$ cat src/sv/ogi_pkg.sv
// shared constants and codes for the occupancy grid inflate block
// no dependencies
`timescale 1ns / 1ps

package ogi_pkg;

	// field widths
	localparam int PT_W       = 24;
	localparam int HE_W       = 23;
	localparam int CS_W       = 20;
	localparam int GD_W       = 10;
	localparam int RADCFG_W   = 4;
	localparam int IDX_W      = 9;
	localparam int VAL_W      = 7;
	localparam int CFG_IDX_W  = 3;
	localparam int CFG_DATA_W = 23;
	localparam int ACT_W      = 2;

	// default sizes
	localparam int DEF_MAX_WIDTH  = 512;
	localparam int DEF_MAX_HEIGHT = 512;
	localparam int DEF_MAX_RADIUS = 15;

	// action codes
	localparam logic [ACT_W-1:0] ACT_CLEAR   = 2'd0;
	localparam logic [ACT_W-1:0] ACT_ADD     = 2'd1;
	localparam logic [ACT_W-1:0] ACT_INFLATE = 2'd2;
	localparam logic [ACT_W-1:0] ACT_READ    = 2'd3;

	// register indexes
	localparam logic [CFG_IDX_W-1:0] REG_HALF_X  = 3'd0;
	localparam logic [CFG_IDX_W-1:0] REG_HALF_Y  = 3'd1;
	localparam logic [CFG_IDX_W-1:0] REG_CELL    = 3'd2;
	localparam logic [CFG_IDX_W-1:0] REG_WIDTH   = 3'd3;
	localparam logic [CFG_IDX_W-1:0] REG_HEIGHT  = 3'd4;
	localparam logic [CFG_IDX_W-1:0] REG_INFLATE = 3'd5;

	// register reset values
	localparam logic [HE_W-1:0]     RST_HALF    = 23'd81920;
	localparam logic [CS_W-1:0]     RST_CELL    = 20'd410;
	localparam logic [GD_W-1:0]     RST_GRID    = 10'd400;
	localparam logic [RADCFG_W-1:0] RST_INFLATE = 4'd3;

	// value reported for an occupied cell
	localparam logic [VAL_W-1:0] OCC_VALUE = 7'd100;

endpackage

$ cat src/sv/ogi_div.sv
// bit-serial restoring divider, one quotient bit per cycle
// depends on ogi_pkg
`timescale 1ns / 1ps

module ogi_div
	import ogi_pkg::*;
(
	input  logic            clk,
	input  logic            arst_n,
	input  logic            start,
	input  logic [PT_W-1:0] dividend,
	input  logic [CS_W-1:0] divisor,
	output logic            done,
	output logic [PT_W-1:0] quotient
);

	localparam int CNT_W = $clog2(PT_W);

	logic             busy_q;
	logic             done_q;
	logic [CNT_W-1:0] cnt_q;
	logic [PT_W-1:0]  num_q;
	logic [CS_W-1:0]  rem_q;
	logic [CS_W-1:0]  den_q;
	logic [CS_W:0]    shifted;
	logic [CS_W:0]    trial;
	logic             fits;

	// trial subtract of the divisor from the shifted remainder
	always_comb begin
		shifted = {rem_q, num_q[PT_W-1]};
		trial   = shifted - {1'b0, den_q};
		fits    = shifted >= {1'b0, den_q};
	end

	// iteration control
	always_ff @(posedge clk or negedge arst_n) begin
		if (!arst_n) begin
			busy_q <= 1'b0;
			done_q <= 1'b0;
			cnt_q  <= '0;
		end else begin
			done_q <= 1'b0;
			if (start) begin
				busy_q <= 1'b1;
				cnt_q  <= '0;
			end else if (busy_q) begin
				if (cnt_q == CNT_W'(PT_W - 1)) begin
					busy_q <= 1'b0;
					done_q <= 1'b1;
				end
				cnt_q <= cnt_q + 1'b1;
			end
		end
	end

	// datapath, quotient bits shift in where dividend bits leave
	always_ff @(posedge clk) begin
		if (start) begin
			num_q <= dividend;
			rem_q <= '0;
			den_q <= divisor;
		end else if (busy_q) begin
			rem_q <= fits ? trial[CS_W-1:0] : shifted[CS_W-1:0];
			num_q <= {num_q[PT_W-2:0], fits};
		end
	end

	assign done     = done_q;
	assign quotient = num_q;

endmodule

$ cat config.mk
export PLATFORM = sky130hd
export DESIGN_NAME = ogi_div
export DESIGN_NICKNAME = d
export VERILOG_FILES = /design/src/sv/ogi_pkg.sv /design/src/sv/ogi_div.sv
export SDC_FILE = /design/constraint.sdc
export NUM_CORES = 1
export LEC_CHECK = 0
export BUFFER_PORTS_ARGS = -buffer_cell sky130_fd_sc_hd__buf_2
export CORE_AREA = 2 2 88 90
export CTS_BUF_LIST = sky130_fd_sc_hd__clkbuf_16
export DETAILED_ROUTE_END_ITERATION = 6
export DIE_AREA = 0 0 90 92
export PLACE_DENSITY_LB_ADDON = 0.15
export SLEW_MARGIN = 30
export SYNTH_ARGS = -nofsm -noshare
export SYNTH_HDL_FRONTEND = slang
export SYNTH_SLANG_ARGS = --single-unit
export TNS_END_PERCENT = 5
$ cat constraint.sdc
create_clock -name clk -period 2.8 [get_ports clk]
set_clock_uncertainty 0.05 [all_clocks]
set_input_delay 0.42 -clock clk [delete_from_list [all_inputs] [get_ports clk]]
set_output_delay 0.42 -clock clk [all_outputs]
set_load 0.05 [all_outputs]
==> results of run 1 <==
==> critical path, delay by kind of cell, from the launching register on <==
family / cells / cell delay (ns)
xor+xnor: 1 / 0.22
fa+ha+maj: 2 / 0.48
buf+inv: 2 / 0.15
mux: 1 / 0.11
compound gates: 5 / 1.17
flops: 1 / 0.40
==> state kept, by name, indices dropped and copies added (netlist names) <==
name and flops:
cnt_q 5, busy_q 1, done 1, den_q 20, rem_q 20, quotient 24
==> repair_timing <==
item | CTS | global route
gates resized for setup | 0 | 2
hold endpoints to repair | 7 | 0
setup buffers | 0 | 1
setup endpoints to repair | 0 | 2
hold buffers | 1 | 0
==> synth_stat cells, types with 10 or more instances <==
master | n | area, um2
sky130_fd_sc_hd__dfxtp_1 | 20 | 400.4
sky130_fd_sc_hd__nand2_1 | 15 | 56.30
sky130_fd_sc_hd__xnor2_1 | 10 | 87.58
sky130_fd_sc_hd__xor2_1 | 11 | 96.34
sky130_fd_sc_hd__mux2i_1 | 14 | 140.1
sky130_fd_sc_hd__nor2_1 | 31 | 116.4
sky130_fd_sc_hd__o21ai_0 | 11 | 55.05
sky130_fd_sc_hd__inv_1 | 28 | 105.1
sky130_fd_sc_hd__a211oi_1 | 15 | 112.6
sky130_fd_sc_hd__ha_1 | 21 | 262.8
sky130_fd_sc_hd__edfxtp_1 | 44 | 1321
sky130_fd_sc_hd__mux2_2 | 23 | 259.0
sky130_fd_sc_hd__a21oi_1 | 13 | 65.06
==> layout make-up <==
class	count	area, um2
timing repair buffer	81	432.9
sequential	71	1897
clock buffer	9	225.2
clock inverter	7	65.06
tap	102	127.6
multi-input combinational	234	1857
inverter	28	105.1
fill	642	2738
==> through the flow <==
stage / setup slack (ns) / hold WS (ns) / TNS [ns] / utilization (%)
after floorplan: -0.02460 / 0.07441 / -0.02460 / -
after global placement: 0.1816 / 0.2055 / 0 / 58.97
after detailed placement: 0.1314 / 0.2066 / 0 / 58.97
after CTS: 0.09486 / 0.2020 / 0 / 63.00
after global routing: 0.0002713 / 0.2038 / 0 / 63.24
final: 0.1328 / 0.2090 / 0 / 63.24
==> cells in the final DEF, fill, tap and decap left out, types with 4 or more instances in the layout <==
cell type | netlist | final
sky130_fd_sc_hd__mux2_2 | 23 | 23
sky130_fd_sc_hd__xor2_1 | 11 | 11
sky130_fd_sc_hd__nand2b_1 | 4 | 4
sky130_fd_sc_hd__clkbuf_16 | 0 | 9
sky130_fd_sc_hd__buf_2 | 3 | 71
sky130_fd_sc_hd__a21o_1 | 6 | 6
sky130_fd_sc_hd__dfrtp_1 | 7 | 7
sky130_fd_sc_hd__nor2_1 | 31 | 31
sky130_fd_sc_hd__buf_4 | 0 | 9
sky130_fd_sc_hd__o21ai_1 | 7 | 7
sky130_fd_sc_hd__o21ai_0 | 11 | 11
sky130_fd_sc_hd__nand2_1 | 15 | 15
sky130_fd_sc_hd__ha_1 | 21 | 20
sky130_fd_sc_hd__a211oi_1 | 15 | 15
sky130_fd_sc_hd__inv_1 | 28 | 28
sky130_fd_sc_hd__nand4_1 | 4 | 4
sky130_fd_sc_hd__a32oi_1 | 6 | 6
sky130_fd_sc_hd__a21oi_1 | 13 | 13
sky130_fd_sc_hd__mux2i_1 | 14 | 14
sky130_fd_sc_hd__xnor2_1 | 10 | 10
sky130_fd_sc_hd__dfxtp_1 | 20 | 20
sky130_fd_sc_hd__edfxtp_1 | 44 | 44
==> kinds of logic (layout without fill, tap and decap cells) <==
family / Yosys count / in the layout
AOI/OAI and AO/OA: 85 / 85
DFF: 71 / 71
and+or+nand+nor: 68 / 68
buffers and inverters: 41 / 125
muxes: 38 / 38
adders and majority gates: 22 / 22
xor gates and xnor gates: 21 / 21
==> final timing paths <==
kind,startpoint,end,slack [ns],cells past startpoint
max reg2reg,quotient[23],rem_q[14],0.13,11
min in group asynchronous,arst_n,cnt_q[4],0.41,2
max,quotient[23],rem_q[14],0.13,11
min reg2reg,rem_q[7],rem_q[7],0.45,2
min,divisor[1],den_q[1],0.21,1
max in group asynchronous,arst_n,cnt_q[0],2.14,2
==> metal layers <==
metal  up-vias  global-route usage, %
li1       1429                      -
met1      1368                  24.93
met3        14                  3.533
met4         0                  9.103
met5         -                      0
met2        43                  33.33
==> power by group through the flow <==
| stage | clock (mW) | sequential [mW] | combinational (mW) |
|---|---|---|---|
| CTS | 1.12 | 1.38 | 1.26 |
| global placement | 0 | 1.39 | 1.23 |
| finish | 1.11 | 1.38 | 1.26 |
| floorplan | 0 | 1.54 | 0.839 |
| global route | 1.17 | 1.41 | 1.39 |
| detailed placement | 0 | 1.40 | 1.24 |
==> summary by stage, run 1 <==
Outcome
The flow ran to the end, and the final reports show no timing, DRC or antenna violations.

Global routing
Entering global routing, the biggest net connects 35 pins. The global routing usage summed across all routing layers is 19.80%. The via count of the first global-routing pass came to 2859. The first-pass GRT wire length is 13190 um. The initial antenna violation count is 0.

The remaining global-route overflow is 0.

Finish
The net count reported at finish is 494. From synthesis to final layout, the design area changed by 20.64%. The fraction of layout instances using a drive strength above 1 is 31.63%. The repair_antennas step left the layout with diodes totalling 0. The finished layout holds 532 standard cells, fillers aside. The area of all placed cells without fillers is 0.004710 mm2.

Synth
Synthesis inferred 71 register bits. The proportion of synthesized area in mux cells is 10.61%. The number of cells produced by synthesis is 346. The share of flip-flops with an asynchronous set or reset after synthesis is 9.859%. Yosys mapped a number of flops with a built-in enable equal to 44. Of the total synthesized cell area, the portion taken by AND, OR, NAND and NOR gates is 7.917%.

The synthesized netlist devotes 7.244% of its cell area to adder and majority cells. After synthesis, the largest family of logic cells by area is compound AO/OA/AOI/OAI gates. Among all flip-flop cells after synthesis, the most frequent one is sky130_fd_sc_hd__edfxtp_1. Counting distinct cell types in the post-synthesis netlist gives 51. The average cell area after synthesis is 11.28 um2.

Summing the sequential cell areas from Yosys gives 48.59% of the chip area. The number of nets in the synthesized netlist is 415. The area share of xor/xnor cells in the synthesized design is 4.712%. The compound-cell area share of the yosys netlist is 16.70%. The synthesis warning total is 0.

In this run the cell area of the synthesized design comes to 0.003904 mm2.

STA
The slew at the pin with the worst max-slew slack is 0.7155 ns. The worst path in the final design needs a cycle of 2.667 ns, including I/O delays and setup. The final number of hold-violating endpoints is 0. The highest clock rate is 374.9 MHz. The worst slew margin relative to its limit is 52.12%. The final number of max-transition violations is 0.

The final clock period utilization by the worst path is 95.26%. Setup violations remaining at the end of the flow were counted as 0. Setup repair after global routing left no endpoint under its margin.

Power and ir drop
The design draws 3.756 mW. The cell area power density is 797.6 mW/mm2. The switching share of total power is 34.12%. In this run, the clock network consumes 29.5% of the power. The switching power of the nets is 1.282 mW. The share of total power dissipated in combinational logic is 33.7%. Per report_power, the sequential group accounts for 36.8% of the total. The static leakage is 2.185 nW.

The internal power is 2.475 mW. VDD sags by at most 0.5044 mV.

Detailed routing
The length of routed met3 wiring is 209 um. Wires add up to 7871 um. The number of nets still failing antenna checks after routing is 0. In the routed layout, each cell is associated on average with a via count of 5.365.

Detailed routing placed a total of 3935 um of wire on met2. In this run, the number of DRC markers left after iteration 0 of detailed routing was 102. After detailed routing, the number of remaining DRC violations is 0. The detailed-route wire length per cell is 14.80 um.

The total iterations of the first detailed-routing run is 4. After detailed routing, no signal wire sits above met4. After detailed routing, the wire length on met1 is 3553 um. The total via count after detailed routing is 2854.

Worst setup path
The critical path goes through inv_2, ha_4, inv_1, fa_2, a21o_1, a221o_2, a31oi_4, o41ai_4, xor2_1, mux2i_1, a211oi_2. The type of the worst setup path is flop to flop. The data arrival time of the worst path is 2.87 ns. For the worst setup path, the data required time is 3.00 ns. The largest driver fanout on the critical path is 3. The launching element type of the critical path is a flop. The biggest cell delay along the critical path is 0.41 ns. The type of destination of the critical path is a flop. The slowest stage of the critical path belongs to the cell sky130_fd_sc_hd__a221o_2.

Placement
The placement-stage cell area is 0.004392 mm2. Once detailed placement completed, the half-perimeter wirelength came to 5667 um. The congestion estimate from routability-driven global placement came to 0.8454. After detailed placement, the design holds a cell count of 514. Buffers placed on the I/O ports in this run total 71.

Clock tree
The clock passes through at most 2 buffers. For the worst-skew pair, the clock arrives at the later sink with an insertion delay of 0.33 ns. TritonCTS built the clock tree.

TritonCTS created 9 clock buffers. The clock net in this run drives a total of 71 sinks. Clock tree synthesis selected as its root buffer the cell sky130_fd_sc_hd__clkbuf_16. The number of H-tree levels is 3.

The clock-pin slew of the registers on the worst-case setup and hold paths is 0.06 ns.

Die
The die height is 92 um. The floorplan step defined a die boundary enclosing 0.008280 mm2. The starting utilization of the core area is 52.42%. The number of top-level pins is 72. Row generation in the floorplan step produced 32 rows. The die width is 90 um.

The total area inside the core boundary comes to 0.007447 mm2.

Flow run
The tool flagged a number of max-cap violations equal to 0.

Min path
In this run the worst hold path is classified as input pin to flop.
No activity file was read; power rests on OpenSTA's default activity.
==> run 2, diff against run 1 <==
--- a/config.mk
+++ b/config.mk
@@ -11,6 +11,7 @@
 export DETAILED_ROUTE_END_ITERATION = 6
 export DIE_AREA = 0 0 90 92
 export PLACE_DENSITY_LB_ADDON = 0.15
+export SETUP_SLACK_MARGIN = 0.2
 export SLEW_MARGIN = 30
 export SYNTH_ARGS = -nofsm -noshare
 export SYNTH_HDL_FRONTEND = slang
==> run 2 against run 1 <==
  * Final area grew 1.3%
  * Register-to-register slack gained 0.09 ns
  * Setup slack improved by 0.086 ns
  * Critical path depth did not move
  * Clock power barely moved
  * Critical endpoint unchanged
  * Largest power group unchanged
  * Highest routed layer unchanged
==> summary by stage, run 2 (synthesis results as in run 1) <==
Finish
The most common cell after layout, fill and taps aside is sky130_fd_sc_hd__buf_2. The layout has 626 filler cells. The net count of the finished layout is 500. Once layout is done, the placed cells without fillers occupy 0.004770 mm2.

In the final layout, flip-flops and latches occupy 0.001897 mm2. In the final layout, the multi-input gates occupy 0.001864 mm2. The repair_antennas step left the layout with diodes totalling 0. The number of flip-flops in the largest register is 24. In the final layout, the share of cells above drive strength 1 is 33.26%. Relative to the synthesized area, the layout overhead comes to 22.18%. The top cell types in the final layout, fill and taps aside, are sky130_fd_sc_hd__buf_2 (71), sky130_fd_sc_hd__edfxtp_1 (44), sky130_fd_sc_hd__nor2_1 (31).

STA
The final number of max-transition violations is 0. For the pin with the worst max-slew slack, the measured transition is 0.6761 ns. For the final routed database, the setup TNS stands at 0 ns. The final number of hold-violating endpoints is 0. The worst slew margin relative to its limit is 54.76%. Setup repair after global routing could not meet its margin everywhere. Across all hold checks on the routed design, the worst slack comes to 0.2083 ns.

The clock period minus worst slack is 2.581 ns. The final-report setup violation count is 0. The highest clock rate is 387.4 MHz. The final critical path takes up 92.18% of the cycle.

Worst setup path
STA classifies the critical path startpoint as a flop. The critical path startpoint is quotient[23]. The reg2reg setup slack is 0.22 ns. The termination of the worst setup path is rem_q[14].

The data arrival time of the worst path is 2.74 ns. The critical path in this run is classified as flop to flop. STA puts the critical path data required time at 2.96 ns. Of all nets on the critical path, the largest fanout is 3. The launching point of the worst reg2reg path is quotient[23]. The depth of the worst register-to-register path is 11. STA classifies the critical path endpoint as a flop. The endpoint identified for the worst register-to-register timing path is rem_q[14].

Detailed routing
After detailed routing, the number of remaining DRC violations is 0. The number of design-rule violations left by the first detailed-router iteration is 142. The length of routed met3 wiring is 247 um.

The met2 wirelength from detailed routing is 4058 um. The via count normalized by instance count is 5.364. The total via count after detailed routing is 2886.

The detailed-route wire length per cell is 14.96 um. In this run the remaining antenna-violating nets after routing total 0. The first detailed-routing pass took 4 iterations. The top layer reached by signal wires is met4. The detailed router put a total of 3560 um of wire on met1. After detailed routing, the total wire length is 8046 um.

Flow run
The tool flagged a number of max-cap violations equal to 0.

Die
The initial utilization of the core area, before any placement, comes to 52.42%. The floorplan has 32 rows. The die is 92 um tall. The die area is 0.008280 mm2.

The die is 90 um wide. The region available for standard cell placement spans 0.007447 mm2. In this run the count of I/O pins placed on the die edge is 72.

Clock tree
At the later pin of the worst-skew pair, clock insertion delay measures 0.33 ns. The total CTS buffers is 9. The CTS root buffer is sky130_fd_sc_hd__clkbuf_16. The CTS tree is built. The count of clock tree sinks is 71.

The worst-case clock buffer depth is 2. The number of H-tree levels is 3. Clock-pin slew was measured on the worst setup and hold paths at 0.06 ns.

Global routing
The remaining global-route overflow is 0. The largest net degree at the start of global routing is 35. The global routing usage summed across all routing layers is 20.24%. The via count of the first global-routing pass was 2882. The first-pass GRT wire length is 13480 um.

The initial antenna violation count is 0.

Placement
At the end of routability-driven placement, the weighted congestion stood at 0.8454. The wire-length estimate of the detail-placed layout is 5667 um. The number of port buffers is 71.

The placement-stage cell area is 0.004392 mm2.

Min path
The launch instance of the worst min-delay path is divisor[1]. The type of the worst min-delay path is input pin to flop.

Outcome
The run finished with clean final reports.

Power and ir drop
The maximum vdd drop is 0.5043 mV. For this design the ratio of total power to cell area is 798.6 mW/mm2. The static leakage is 2.222 nW.
==> run 2: changes by cell type in the layout (fill, tap and decap cells not counted), sizes merged <==
cell,before,now
buf,80,86
==> run 2: power breakdown <==
part           switching, mW  internal (mW)
clock                  0.427          0.684
sequential             0.108           1.28
combinational          0.769          0.544
total                   1.30           2.51
==> run 2: metal layers <==
| layer | track usage [%] | up-vias |
|---|---|---|
| met2 | 33.96 | 51 |
| li1 | - | 1442 |
| met5 | 0 | - |
| met1 | 25.89 | 1379 |
| met4 | 8.846 | 0 |
| met3 | 3.451 | 14 |
==> run 2: worst min-delay path by stage <==
stage	endpoint	slack, ns	cells after the start
after floorplan	busy_q	0.07	0
after global routing	den_q[1]	0.20	1
after detailed placement	cnt_q[1]	0.21	1
after CTS	den_q[1]	0.20	1
after global placement	cnt_q[0]	0.21	1
final	den_q[1]	0.21	1
==> run 2: area by class of cell <==
cell class                      count  area share (%)
Clock buffer                        9           4.722
Clock inverter                      7           1.364
Inverter                           28           2.204
Multi-Input combinational cell    234           39.09
Sequential cell                    71           39.77
Tap cell                          102           2.676
Timing Repair Buffer               87           10.18
==> run 2: worst max-delay path: stages (launching register included) <==
cell and delay, ns:
sky130_fd_sc_hd__edfxtp_1 0.40, sky130_fd_sc_hd__inv_2 0.10, sky130_fd_sc_hd__ha_4 0.13, sky130_fd_sc_hd__inv_2 0.04
sky130_fd_sc_hd__fa_2 0.33, sky130_fd_sc_hd__a21o_1 0.18, sky130_fd_sc_hd__a221o_2 0.39, sky130_fd_sc_hd__a31oi_4 0.24
sky130_fd_sc_hd__o41ai_4 0.14, sky130_fd_sc_hd__xor2_1 0.19, sky130_fd_sc_hd__mux2i_1 0.19, sky130_fd_sc_hd__a211oi_2 0.08
==> run 2: metrics by stage <==
step           utilization (%)  setup WS (ns)  power [mW]  instances
2_1_floorplan                -       -0.02460       2.379        346
3_3_place_gp             58.97         0.1816       2.621        514
3_5_place_dp             58.97         0.1314       2.644        514
4_1_cts                  63.79         0.1545       3.799        537
5_1_grt                  64.05         0.1150       4.017        538
6_report                 64.05         0.2189       3.809        538
==> run 2: what timing repair did <==
item,4_1_cts,5_1_grt
gates resized for setup,4,3
buffers inserted,6,1
hold buffers,1,0
hold endpoints to repair,7,0
pin swaps,9,10
endpoints found under the setup margin,4,16
